## config.mk

```make
export PLATFORM = sky130hd
export DESIGN_NAME = vegf_ram
export DESIGN_NICKNAME = d
export VERILOG_FILES = /design/src/sv/vegf_ram.sv
export SDC_FILE = /design/constraint.sdc
export NUM_CORES = 1
export LEC_CHECK = 0
export BUFFER_PORTS_ARGS = -buffer_cell sky130_fd_sc_hd__buf_2
export CORE_UTILIZATION = 40
export DETAILED_ROUTE_END_ITERATION = 10
export PLACE_DENSITY = 0.64
export SLEW_MARGIN = 10
export SYNTH_ARGS = -nofsm -noshare
export SYNTH_HDL_FRONTEND = slang
export SYNTH_SLANG_ARGS = --single-unit
```

## constraint.sdc

```tcl
create_clock -name clk -period 3.9 [get_ports clk]
set_clock_uncertainty 0.1 [all_clocks]
set_input_delay 0.195 -clock clk [delete_from_list [all_inputs] [get_ports clk]]
set_output_delay 0.195 -clock clk [all_outputs]
set_load 0.05 [all_outputs]
```

## src/sv/vegf_ram.sv

```systemverilog
// ----------------------------------------------------------------------------
// vegf_ram
// Generic simple dual-port RAM: one write port, one read port, registered read.
// ----------------------------------------------------------------------------
module vegf_ram #(
	parameter int WIDTH = 16,
	parameter int DEPTH = 16
) (
	input  logic                     clk,
	input  logic                     we,
	input  logic [$clog2(DEPTH)-1:0] waddr,
	input  logic [WIDTH-1:0]         wdata,
	input  logic [$clog2(DEPTH)-1:0] raddr,
	output logic [WIDTH-1:0]         rdata
);

	logic [WIDTH-1:0] mem_q [DEPTH];

	always_ff @(posedge clk) begin
		if (we) begin
			mem_q[waddr] <= wdata;
		end
		rdata <= mem_q[raddr];
	end

endmodule

```

==> results of run 1 <==
[cells in the mapped netlist (all sizes together)]
cell / n
nor3: 4
dfxtp: 16
and2: 1
clkbuf: 8
edfxtp: 256
nand3: 1
buf: 13
nand3b: 2
nor2b: 2
nand2b: 2
or3b: 1
a22oi: 32
nor2: 13
mux4: 64
nand2: 17
[final cells by class]
cell class	instances	area share, %
sequential	272	67.8
multi-input combinational	139	16.6
clock buffer	37	6.38
timing repair buffer	79	4.62
tap	324	3.43
clock inverter	13	1.20
[worst max-delay path: stages]
cell and delay, ns:
buf_4 0.61, buf_12 0.32, mux4_1 0.57, a22oi_1 0.19, nand2_1 0.07
[how the worst max path moves through the flow]
stage               slack (ns)  startpoint  cells past startpoint          end
finish                    2.20    raddr[0]                      5    rdata[11]
global route              2.00    raddr[0]                      5    rdata[11]
CTS                       2.16    raddr[0]                      5    rdata[11]
detailed placement        1.62    raddr[0]                      5     rdata[0]
global placement          1.64    raddr[0]                      5     rdata[0]
floorplan                 1.55    waddr[2]                      2  mem_q[0][0]
[metrics by stage]
| stage | instance area, µm² | hold slack (ns) | instances |
|---|---|---|---|
| 2_1_floorplan | 10000 | 0.194 | 432 |
| 3_3_place_gp | 10800 | 0.452 | 798 |
| 3_5_place_dp | 10800 | 0.480 | 798 |
| 4_1_cts | 11800 | 0.225 | 864 |
| 5_1_grt | 11800 | 0.243 | 864 |
| 6_report | 11800 | 0.245 | 864 |
[layout by cell type (no fill, tap or decap), types with 4 or more instances in the layout]
master and n:
a22oi_1 32, edfxtp_1 256, clkbuf_16 27, nand2_1 17
clkbuf_8 4, buf_2 40, dfxtp_1 16, dlygate4sd3_1 16
clkinv_2 7, nor2_2 12, nor3_2 4, mux4_1 10
mux4_2 54, buf_4 22, clkbuf_1 6
[what timing repair did]
item	in CTS	in global routing
endpoints found under the hold margin	256	0
hold buffers	16	0
setup buffers	0	0
[registers in the layout (all words and copies together), names as in the netlist]
register,cells
mem_q,256
rdata,16
[cell families after synthesis]
group / count (synthesis) / synth area share, %
buffers and inverters: 21 / 1.23
AO/OA/AOI/OAI: 32 / 2.39
multiplexers: 64 / 14.7
flip-flops: 272 / 79.7
AND/OR/NAND/NOR: 43 / 1.92
[power by group through the flow]
stage               Sequential [W]  Clock, W  Combinational, W
floorplan                  0.00341         0          0.000159
global placement           0.00335         0          0.000341
detailed placement         0.00335         0          0.000351
CTS                        0.00329   0.00261          0.000365
global route               0.00329   0.00272          0.000388
finish                     0.00329   0.00257          0.000359
[routing by layer]
layer	up-vias	global-route usage (%)	wire length, µm	part of all wire [%]
met2	113	27.8	10200	50
met4	0	3.59	293	1.4
li1	2013	-	-	-
met3	25	2.48	1060	5.2
met5	-	0	0	0
met1	2479	22.4	8730	43
==> out/qor.yml, run 1 <==
layout_min_cycle_time_ns: 1.70
row_count: 57
slew_violations: 0
tns_ns: 0
dieArea_um2: 25700
r2r-end: "rdata[4]"
cts_root_buf: "clkbuf_16"
crit_fanout: 40
core_area_um2: 24500
rr_startpoint: "mem_q[8][4]"
clk_pin_slew_ns: 0.06
leakage_nw: 3.87
synth.top_cell.area_share_pct: 76.5
grt_first_pass_wirelength_um: 30600
post_drt_wl_per_cell_um: 23.5
utilization_pct: 48.3
seqPwrFrac_pct: 52.8
holdPathStages: 3
gp_congestion: 0.696
grt_max_degree: 41
route.vias.total: 4630
status: "finished clean"
cts.htree.levels: 1
p_sw_share_pct: 20.5
dieHeight_um: 160
crit_type: "in -> reg"
synth_area_um2: 10000
clkPwrFrac_pct: 41.4
fin_ws_ns: 2.20
p_sw_w: 0.00128
antenna_found_initial: 0
multiInputGateArea_um2: 1960
final_nets: 545
num_antenna_cells: 0
detail-route-antenna-nets: 0
avgSynthCellArea_um2: 23.2
hold_path_class: "in -> reg"
total_power_w: 0.00622
setup_violations: 0
drt_iter0_drc: 380
initial_core_util_pct: 41.1
synth_area_leaders: "edfxtp_1, mux4_2, dfxtp_1"
hold_violations: 0
grt_pass1_vias: 4890
fmax_mhz: 589
fin_crit_sh_pct: 43.6
rsz0062_at_grt: "no"
die_w_um: 160
slew_headroom_pct: 33.6
drive_above_1_share_pct: 32.6
cts_buffers: 27
tightest_slew_ns: 0.997
cts_tree: "done"
drt-total-wl_um: 20300
ys_seq_area_share_pct: 79.7
ir_worst_vdd_v: 0.000321
r2r_cells: 3
numPortBuffers: 41
place_ws_ns: 1.62
firstDrtPassIters: 4
cap_violations: 0
postSynthNetCount: 458
cts-resized-gates: 0
fill_cells: 1984
end_kind: "flip-flop"
netlist.top_cell.by_area: "edfxtp_1"
combPwrFrac_pct: 5.8
grt_overflow: 0
timing.reg2reg.setup_slack_ns: 2.48
power.density_nw_per_um2: 526
remaining_drc_errors: 0
arrival_ns: 2.00
clock_path_buffers: 3
via_per_inst: 5.36
hpwlAfterDp_um: 10800
yosys_register_bits: 272
cp.required_ns: 4.21
grtUsageTotal_pct: 16.3
register_area_um2: 8010
clock-sinks: 272
syn_to_final_growth_pct: 17.6
min_from: "waddr[0]"
clk_latency_ns: 0.52
boundaryPins: 42
internal_power_w: 0.00494
min_to: "mem_q[12][0]"
synth.distinct_cells: 19
synth_warnings: 0
critPathLaunchType: "primary input"
syn_inst: 432
Note: power is estimated with default switching activity, not from simulation.
==> run 2, diff against run 1 <==
==> constraint.sdc (replaced) <==
create_clock -name clk -period 1.6 [get_ports clk]
set_clock_uncertainty 0.1 [all_clocks]
set_input_delay 0.08 -clock clk [delete_from_list [all_inputs] [get_ports clk]]
set_output_delay 0.08 -clock clk [all_outputs]
set_load 0.05 [all_outputs]
==> run 2 against run 1 <==
Against the previous run:
- register-to-register slack lost 2.3 ns
- critical endpoint is now rdata[0]
- via count up 0.15%
- clock power up 100%
- design area increased by 0.75%
- count of clock-buffer cells in the layout fell by 2
- final cell count is 0.12% higher
- first-iteration DRC count increased by 31%
- sequential power is 140% higher
- highest routed layer unchanged
- non-clock buffer count grew 9
- sequential cell count unchanged
- global-route usage is 0.84 points lower
- critical path type is now reg -> reg
- routed wire length down 3.8%
==> out/qor.yml, run 2 (synthesized netlist as in run 1, its figures left out) <==
boundaryPins: 42  # unchanged
core_area_um2: 24500  # unchanged
dieHeight_um: 160  # unchanged
multiInputGateArea_um2: 1990  # was 1960 µm²
route.vias.total: 4637  # was 4,630
hpwlAfterDp_um: 11200  # was 10,800 µm
timing.reg2reg.setup_slack_ns: 0.20  # was 2.48 ns
dieArea_um2: 25700  # unchanged
tightest_slew_ns: 1.05  # was 0.997 ns
crit_type: "reg -> reg"  # was in -> reg
cpPeakStageDelay_ns: 0.52  # was 0.61 ns
grtUsageTotal_pct: 15.5  # was 16.3%
rsz0062_at_grt: "no"  # unchanged
syn_to_final_growth_pct: 18.5  # was 17.6%
crit_cells: 3  # was 5
crit_fanout: 1  # was 40
final_nets: 552  # was 545
grt_pass1_vias: 4856  # was 4,890
r2r_cells: 3  # unchanged
cap_violations: 0  # unchanged
clock-sinks: 272  # unchanged
cp.required_ns: 1.89  # was 4.21 ns
die_w_um: 160  # unchanged
clk_pin_slew_ns: 0.06  # about the same
numPortBuffers: 41  # unchanged
critical_path.top_delay_family: "multiplexers"  # was buffers and inverters
dpl_cell_area_um2: 11000  # was 10,800 µm²
grt_first_pass_wirelength_um: 29500  # was 30,600 µm
antenna_found_initial: 0  # unchanged
cts.htree.levels: 1  # unchanged
total_power_w: 0.0141  # was 0.00622 W
rr_startpoint: "mem_q[1][0]"  # was mem_q[8][4]
grt_max_degree: 45  # was 41
top_regs: "mem_q (256), rdata (16)"  # unchanged
slew_headroom_pct: 29.9  # was 33.6%
fmax_mhz: 715
drive_above_1_share_pct: 32.3  # was 32.6%
arrival_ns: 1.69  # was 2.00 ns
holdWs_ns: 0.0965  # was 0.245 ns
slew_violations: 0  # unchanged
end_kind: "flip-flop"  # unchanged
cts_tree: "done"  # unchanged
largest_reg_flops: 256  # unchanged
initial_core_util_pct: 41.1  # unchanged
leakage_nw: 3.87  # about the same
worst-path-buf-inv: 0  # was 2
firstDrtPassIters: 5  # was 4
tns_ns: 0  # unchanged
drt-total-wl_um: 19500  # was 20,300 µm
power.density_nw_per_um2: 1190  # was 526 nW/µm²
top_register: "mem_q"  # unchanged
setup_violations: 0  # unchanged
r2r-end: "rdata[0]"  # was rdata[4]
critPathLaunchType: "flip-flop"  # was primary input
ir_worst_vdd_v: 0.000760  # was 0.000321 V
stdcell_count: 865  # was 864
drt_iter0_drc: 497  # was 380
final_cell_mix: "edfxtp_1, mux4_2, buf_2, a22oi_1, clkbuf_16"  # unchanged
gp_congestion: 0.753  # was 0.696
slowest_stage: "mux4_1"  # was buf_4
remaining_drc_errors: 0  # unchanged
fill_cells: 1931  # was 1,984
mostFrequentLayoutCell: "edfxtp_1"  # unchanged
cts_root_buf: "clkbuf_16"  # unchanged
num_antenna_cells: 0  # unchanged
startpoint: "mem_q[1][0]"  # was raddr[0]
row_count: 57  # unchanged
layout_min_cycle_time_ns: 1.40
hold_violations: 0  # unchanged
via_per_inst: 5.36  # about the same
postCtsSetupRepairBufs: 0  # unchanged
cts_buffers: 25  # was 27
status: "finished clean"  # unchanged
stdcell_area_um2: 11900  # was 11,800 µm²
fin_crit_sh_pct: 87.4
detail-route-antenna-nets: 0  # unchanged
crit_end: "rdata[0]"  # was rdata[11]
clk_latency_ns: 0.51  # was 0.52 ns
clock_path_buffers: 3  # unchanged
register_area_um2: 8010  # unchanged
hold_path_class: "in -> reg"  # unchanged
grt_overflow: 0  # unchanged
dp_cells: 807  # was 798
crit_chain: "mux4_1 -> a22oi_1 -> nand2_1"  # was buf_4 -> buf_12 -> mux4_1 -> a22oi_1 -> nand2_1
post_drt_wl_per_cell_um: 22.6  # was 23.5 µm
-- run 2: layer usage --
metal	track usage [%]	routed length [µm]	up-vias
met1	23.4	8980	2430
met2	23.7	8900	147
met5	0	0	-
li1	-	-	2020
met4	4.07	449	0
met3	2.25	1190	40
-- run 2: report_power, final --
group	leakage (nW)	internal (W)	switching (W)
clock network	0.346	0.00288	0.00233
logic	1.08	0.000354	0.000565
registers	2.45	0.00796	0.0000476
-- run 2: final cells by class --
cell class,count,area share [%]
timing repair buffer,88,6.73
clock inverter,7,0.315
clock buffer,35,5.57
tap,324,3.41
sequential,272,67.3
multi-input combinational,139,16.7
-- run 2: repair_timing --
action | 4_1_cts | 5_1_grt
resized for setup | 0 | 0
endpoints found under the setup margin | 0 | 0
hold buffers | 16 | 0
endpoints found under the hold margin | 256 | 0
-- run 2: tightest hold or removal path, delay by kind of cell --
kind / cells / cell delay [ns]
buf+inv: 2 / 0.27
compound gates: 1 / 0.17
simple gates: 2 / 0.13
-- run 2: through the flow --
| stage | utilization [%] | setup WS (ns) |
|---|---|---|
| 4_1_cts | 48.7 | 0.162 |
| 6_report | 48.7 | 0.202 |
| 2_1_floorplan | - | -0.215 |
| 3_5_place_dp | 45.1 | 0.00403 |
| 3_3_place_gp | 45.1 | 0.0112 |
| 5_1_grt | 48.7 | 0.137 |
-- run 2: worst min path at each step --
stage,startpoint,end,slack (ns),cells after the start
2_1_floorplan,wdata[0],mem_q[0][0],0.08,0
3_3_place_gp,wdata[5],mem_q[14][5],0.34,1
3_5_place_dp,wdata[5],mem_q[15][5],0.37,1
4_1_cts,raddr[3],rdata[2],0.07,5
5_1_grt,raddr[2],rdata[11],0.11,4
6_report,raddr[3],rdata[15],0.1,5
==> run 3, diff against run 2 <==
--- a/config.mk
+++ b/config.mk
@@ -8,6 +8,7 @@
 export BUFFER_PORTS_ARGS = -buffer_cell sky130_fd_sc_hd__buf_2
 export CORE_UTILIZATION = 40
 export DETAILED_ROUTE_END_ITERATION = 10
+export GPL_TIMING_DRIVEN = 0
 export PLACE_DENSITY = 0.64
 export SLEW_MARGIN = 10
 export SYNTH_ARGS = -nofsm -noshare
==> run 3 against run 2 <==
Against the previous run:
- die area unchanged
- global-route usage increased by 0.87 points
- clock power increased by 26%
==> out/qor.yml, run 3 (synthesized netlist as in run 1, its figures left out) <==
clock_path_buffers: 3  # unchanged
fmax_mhz: 653  # was 715 MHz
slowest_stage: "dlygate4sd3_1"  # was mux4_1
holdWs_ns: 0.0399  # was 0.0965 ns
hpwlAfterDp_um: 13400  # was 11,200 µm
row_count: 57  # unchanged
tightest_slew_ns: 0.830  # was 1.05 ns
register_area_um2: 8010  # unchanged
clock-sinks: 272  # unchanged
grt_max_degree: 17  # was 45
stdcell_area_um2: 12100  # was 11,900 µm²
clk_pin_slew_ns: 0.06  # about the same
top_regs: "mem_q (256), rdata (16)"  # unchanged
crit_chain: "buf_2 -> dlygate4sd3_1 -> nor3_4 -> buf_8"  # was mux4_1 -> a22oi_1 -> nand2_1
mostFrequentLayoutCell: "edfxtp_1"  # unchanged
drt_iter0_drc: 439  # was 497
multiInputGateArea_um2: 1990  # about the same
core_area_um2: 24500  # unchanged
numPortBuffers: 39  # was 41
detail-route-antenna-nets: 0  # unchanged
cap_violations: 0  # unchanged
route.vias.total: 4829  # was 4,637
slew_headroom_pct: 44.7  # was 29.9%
cts_buffers: 28  # was 25
internal_power_w: 0.0123  # was 0.0112 W
grt_pass1_vias: 5009  # was 4,856
grt_overflow: 0  # unchanged
largest_reg_flops: 256  # unchanged
critPathLaunchType: "primary input"  # was flip-flop
p_sw_share_pct: 20.6  # was 20.8%
cts_root_buf: "clkbuf_16"  # unchanged
grtUsageTotal_pct: 16.4  # was 15.5%
cts-resized-gates: 0  # unchanged
grt_first_pass_wirelength_um: 31000  # was 29,500 µm
die_w_um: 160  # unchanged
fin_crit_sh_pct: 95.7  # was 87.4%
clkPwrFrac_pct: 42.2  # was 36.8%
rr_startpoint: "mem_q[3][9]"  # was mem_q[1][0]
ir_worst_vdd_v: 0.000921  # was 0.000760 V
dieArea_um2: 25700  # unchanged
crit_fanout: 10  # was 1
dpl_cell_area_um2: 10900  # was 11,000 µm²
antenna_found_initial: 0  # unchanged
min_from: "raddr[1]"  # was raddr[3]
combPwrFrac_pct: 6.1  # was 6.5%
power.density_nw_per_um2: 1270  # was 1190 nW/µm²
leakage_nw: 3.98  # was 3.87 nW
syn_to_final_growth_pct: 20.9  # was 18.5%
remaining_drc_errors: 0  # unchanged
p_sw_w: 0.00319  # was 0.00294 W
dieHeight_um: 160  # unchanged
top_register: "mem_q"  # unchanged
num_antenna_cells: 0  # unchanged
status: "finished clean"  # unchanged
slew_violations: 0  # unchanged
startpoint: "waddr[1]"  # was mem_q[1][0]
layout_min_cycle_time_ns: 1.53  # was 1.40 ns
via_per_inst: 5.45  # was 5.36
r2r-end: "rdata[9]"  # was rdata[0]
clk_latency_ns: 0.53  # was 0.51 ns
crit_type: "in -> reg"  # was reg -> reg
setup_violations: 0  # unchanged
drive_above_1_share_pct: 32.0  # was 32.3%
hold_violations: 0  # unchanged
holdPathStages: 4  # was 5
total_power_w: 0.0155  # was 0.0141 W
r2r_cells: 3  # unchanged
end_kind: "flip-flop"  # unchanged
timing.reg2reg.setup_slack_ns: 0.15  # was 0.20 ns
initial_core_util_pct: 41.1  # unchanged
cts_tree: "done"  # unchanged
hold_path_class: "in -> reg"  # unchanged
cts.htree.levels: 1  # unchanged
rsz0062_at_grt: "no"  # unchanged
fill_cells: 1942  # was 1,931
cp.required_ns: 1.73  # was 1.89 ns
post_drt_wl_per_cell_um: 23.1  # was 22.6 µm
boundaryPins: 42  # unchanged
final_nets: 566  # was 552
gp_congestion: 0.719  # was 0.753
final_cell_mix: "edfxtp_1, mux4_2, buf_2, a22oi_1, clkbuf_16"  # unchanged
seqPwrFrac_pct: 51.7  # was 56.7%
arrival_ns: 1.66  # was 1.69 ns
cpPeakStageDelay_ns: 0.64  # was 0.52 ns
drt-total-wl_um: 20400  # was 19,500 µm
min_to: "rdata[1]"  # was rdata[15]
firstDrtPassIters: 4  # was 5
[run 3: cell count changes in the layout (fill, tap and decap cells not counted), moves of 4 or more]
cell           change
buf_12            -15
buf_8             +15
buf_4             -13
dlygate4sd3_1      +7
clkinv_1           +5
buf_6              +4
bufinv_16          +4
clkbuf_16          +4
[run 3: timing repair]
action,in CTS,in global routing
hold buffers,23,0
buffers inserted,1,0
setup endpoints to repair,16,0
endpoints found under the hold margin,267,0
[run 3: power groups by stage]
stage | sequential [W] | clock, W | combinational (W)
after floorplan | 0.00832 | 0 | 0.000390
after global placement | 0.00815 | 0 | 0.000850
after detailed placement | 0.00815 | 0 | 0.000903
after CTS | 0.00800 | 0.00665 | 0.000954
after global routing | 0.00801 | 0.00694 | 0.00101
final | 0.00800 | 0.00654 | 0.000941
[run 3: worst max-delay path by stage]
| stage | to |
|---|---|
| after CTS | rdata[6] |
| after floorplan | mem_q[1][0] |
| after global placement | mem_q[2][2] |
| after detailed placement | mem_q[0][1] |
| after global routing | rdata[1] |
| final | mem_q[8][1] |
[run 3: metal layers]
layer  share of wire (%)  up-vias  GRT usage [%]
met5                   0        -              0
met3                 6.6       34           2.89
met1                  45     2564           24.0
met2                  47      172           25.6
li1                    -     2059              -
met4                 1.9        0           4.07
[run 3: area by class of cell]
class,instances,area share [%]
clock buffer,32,6.15
clock inverter,20,1.64
multi-input combinational,139,16.4
timing repair buffer,78,5.52
tap,324,3.34
sequential,272,66.0
buffer,21,1.02
[run 3: worst max-delay path, delay by kind of cell]
kind	cells	cell delay, ns
and+or+nand+nor	1	0.55
buffers and inverters	3	1.01
[run 3: metrics by stage]
step / utilization [%] / setup WS (ns) / cells / setup TNS (ns)
floorplan: - / -0.215 / 432 / -10.32
global placement: 43.6 / -1.07 / 795 / -198.89
detailed placement: 44.7 / -0.590 / 810 / -35.98
CTS: 49.6 / 0.110 / 886 / 0
global route: 49.6 / 0.0255 / 886 / 0
finish: 49.6 / 0.0689 / 886 / 0
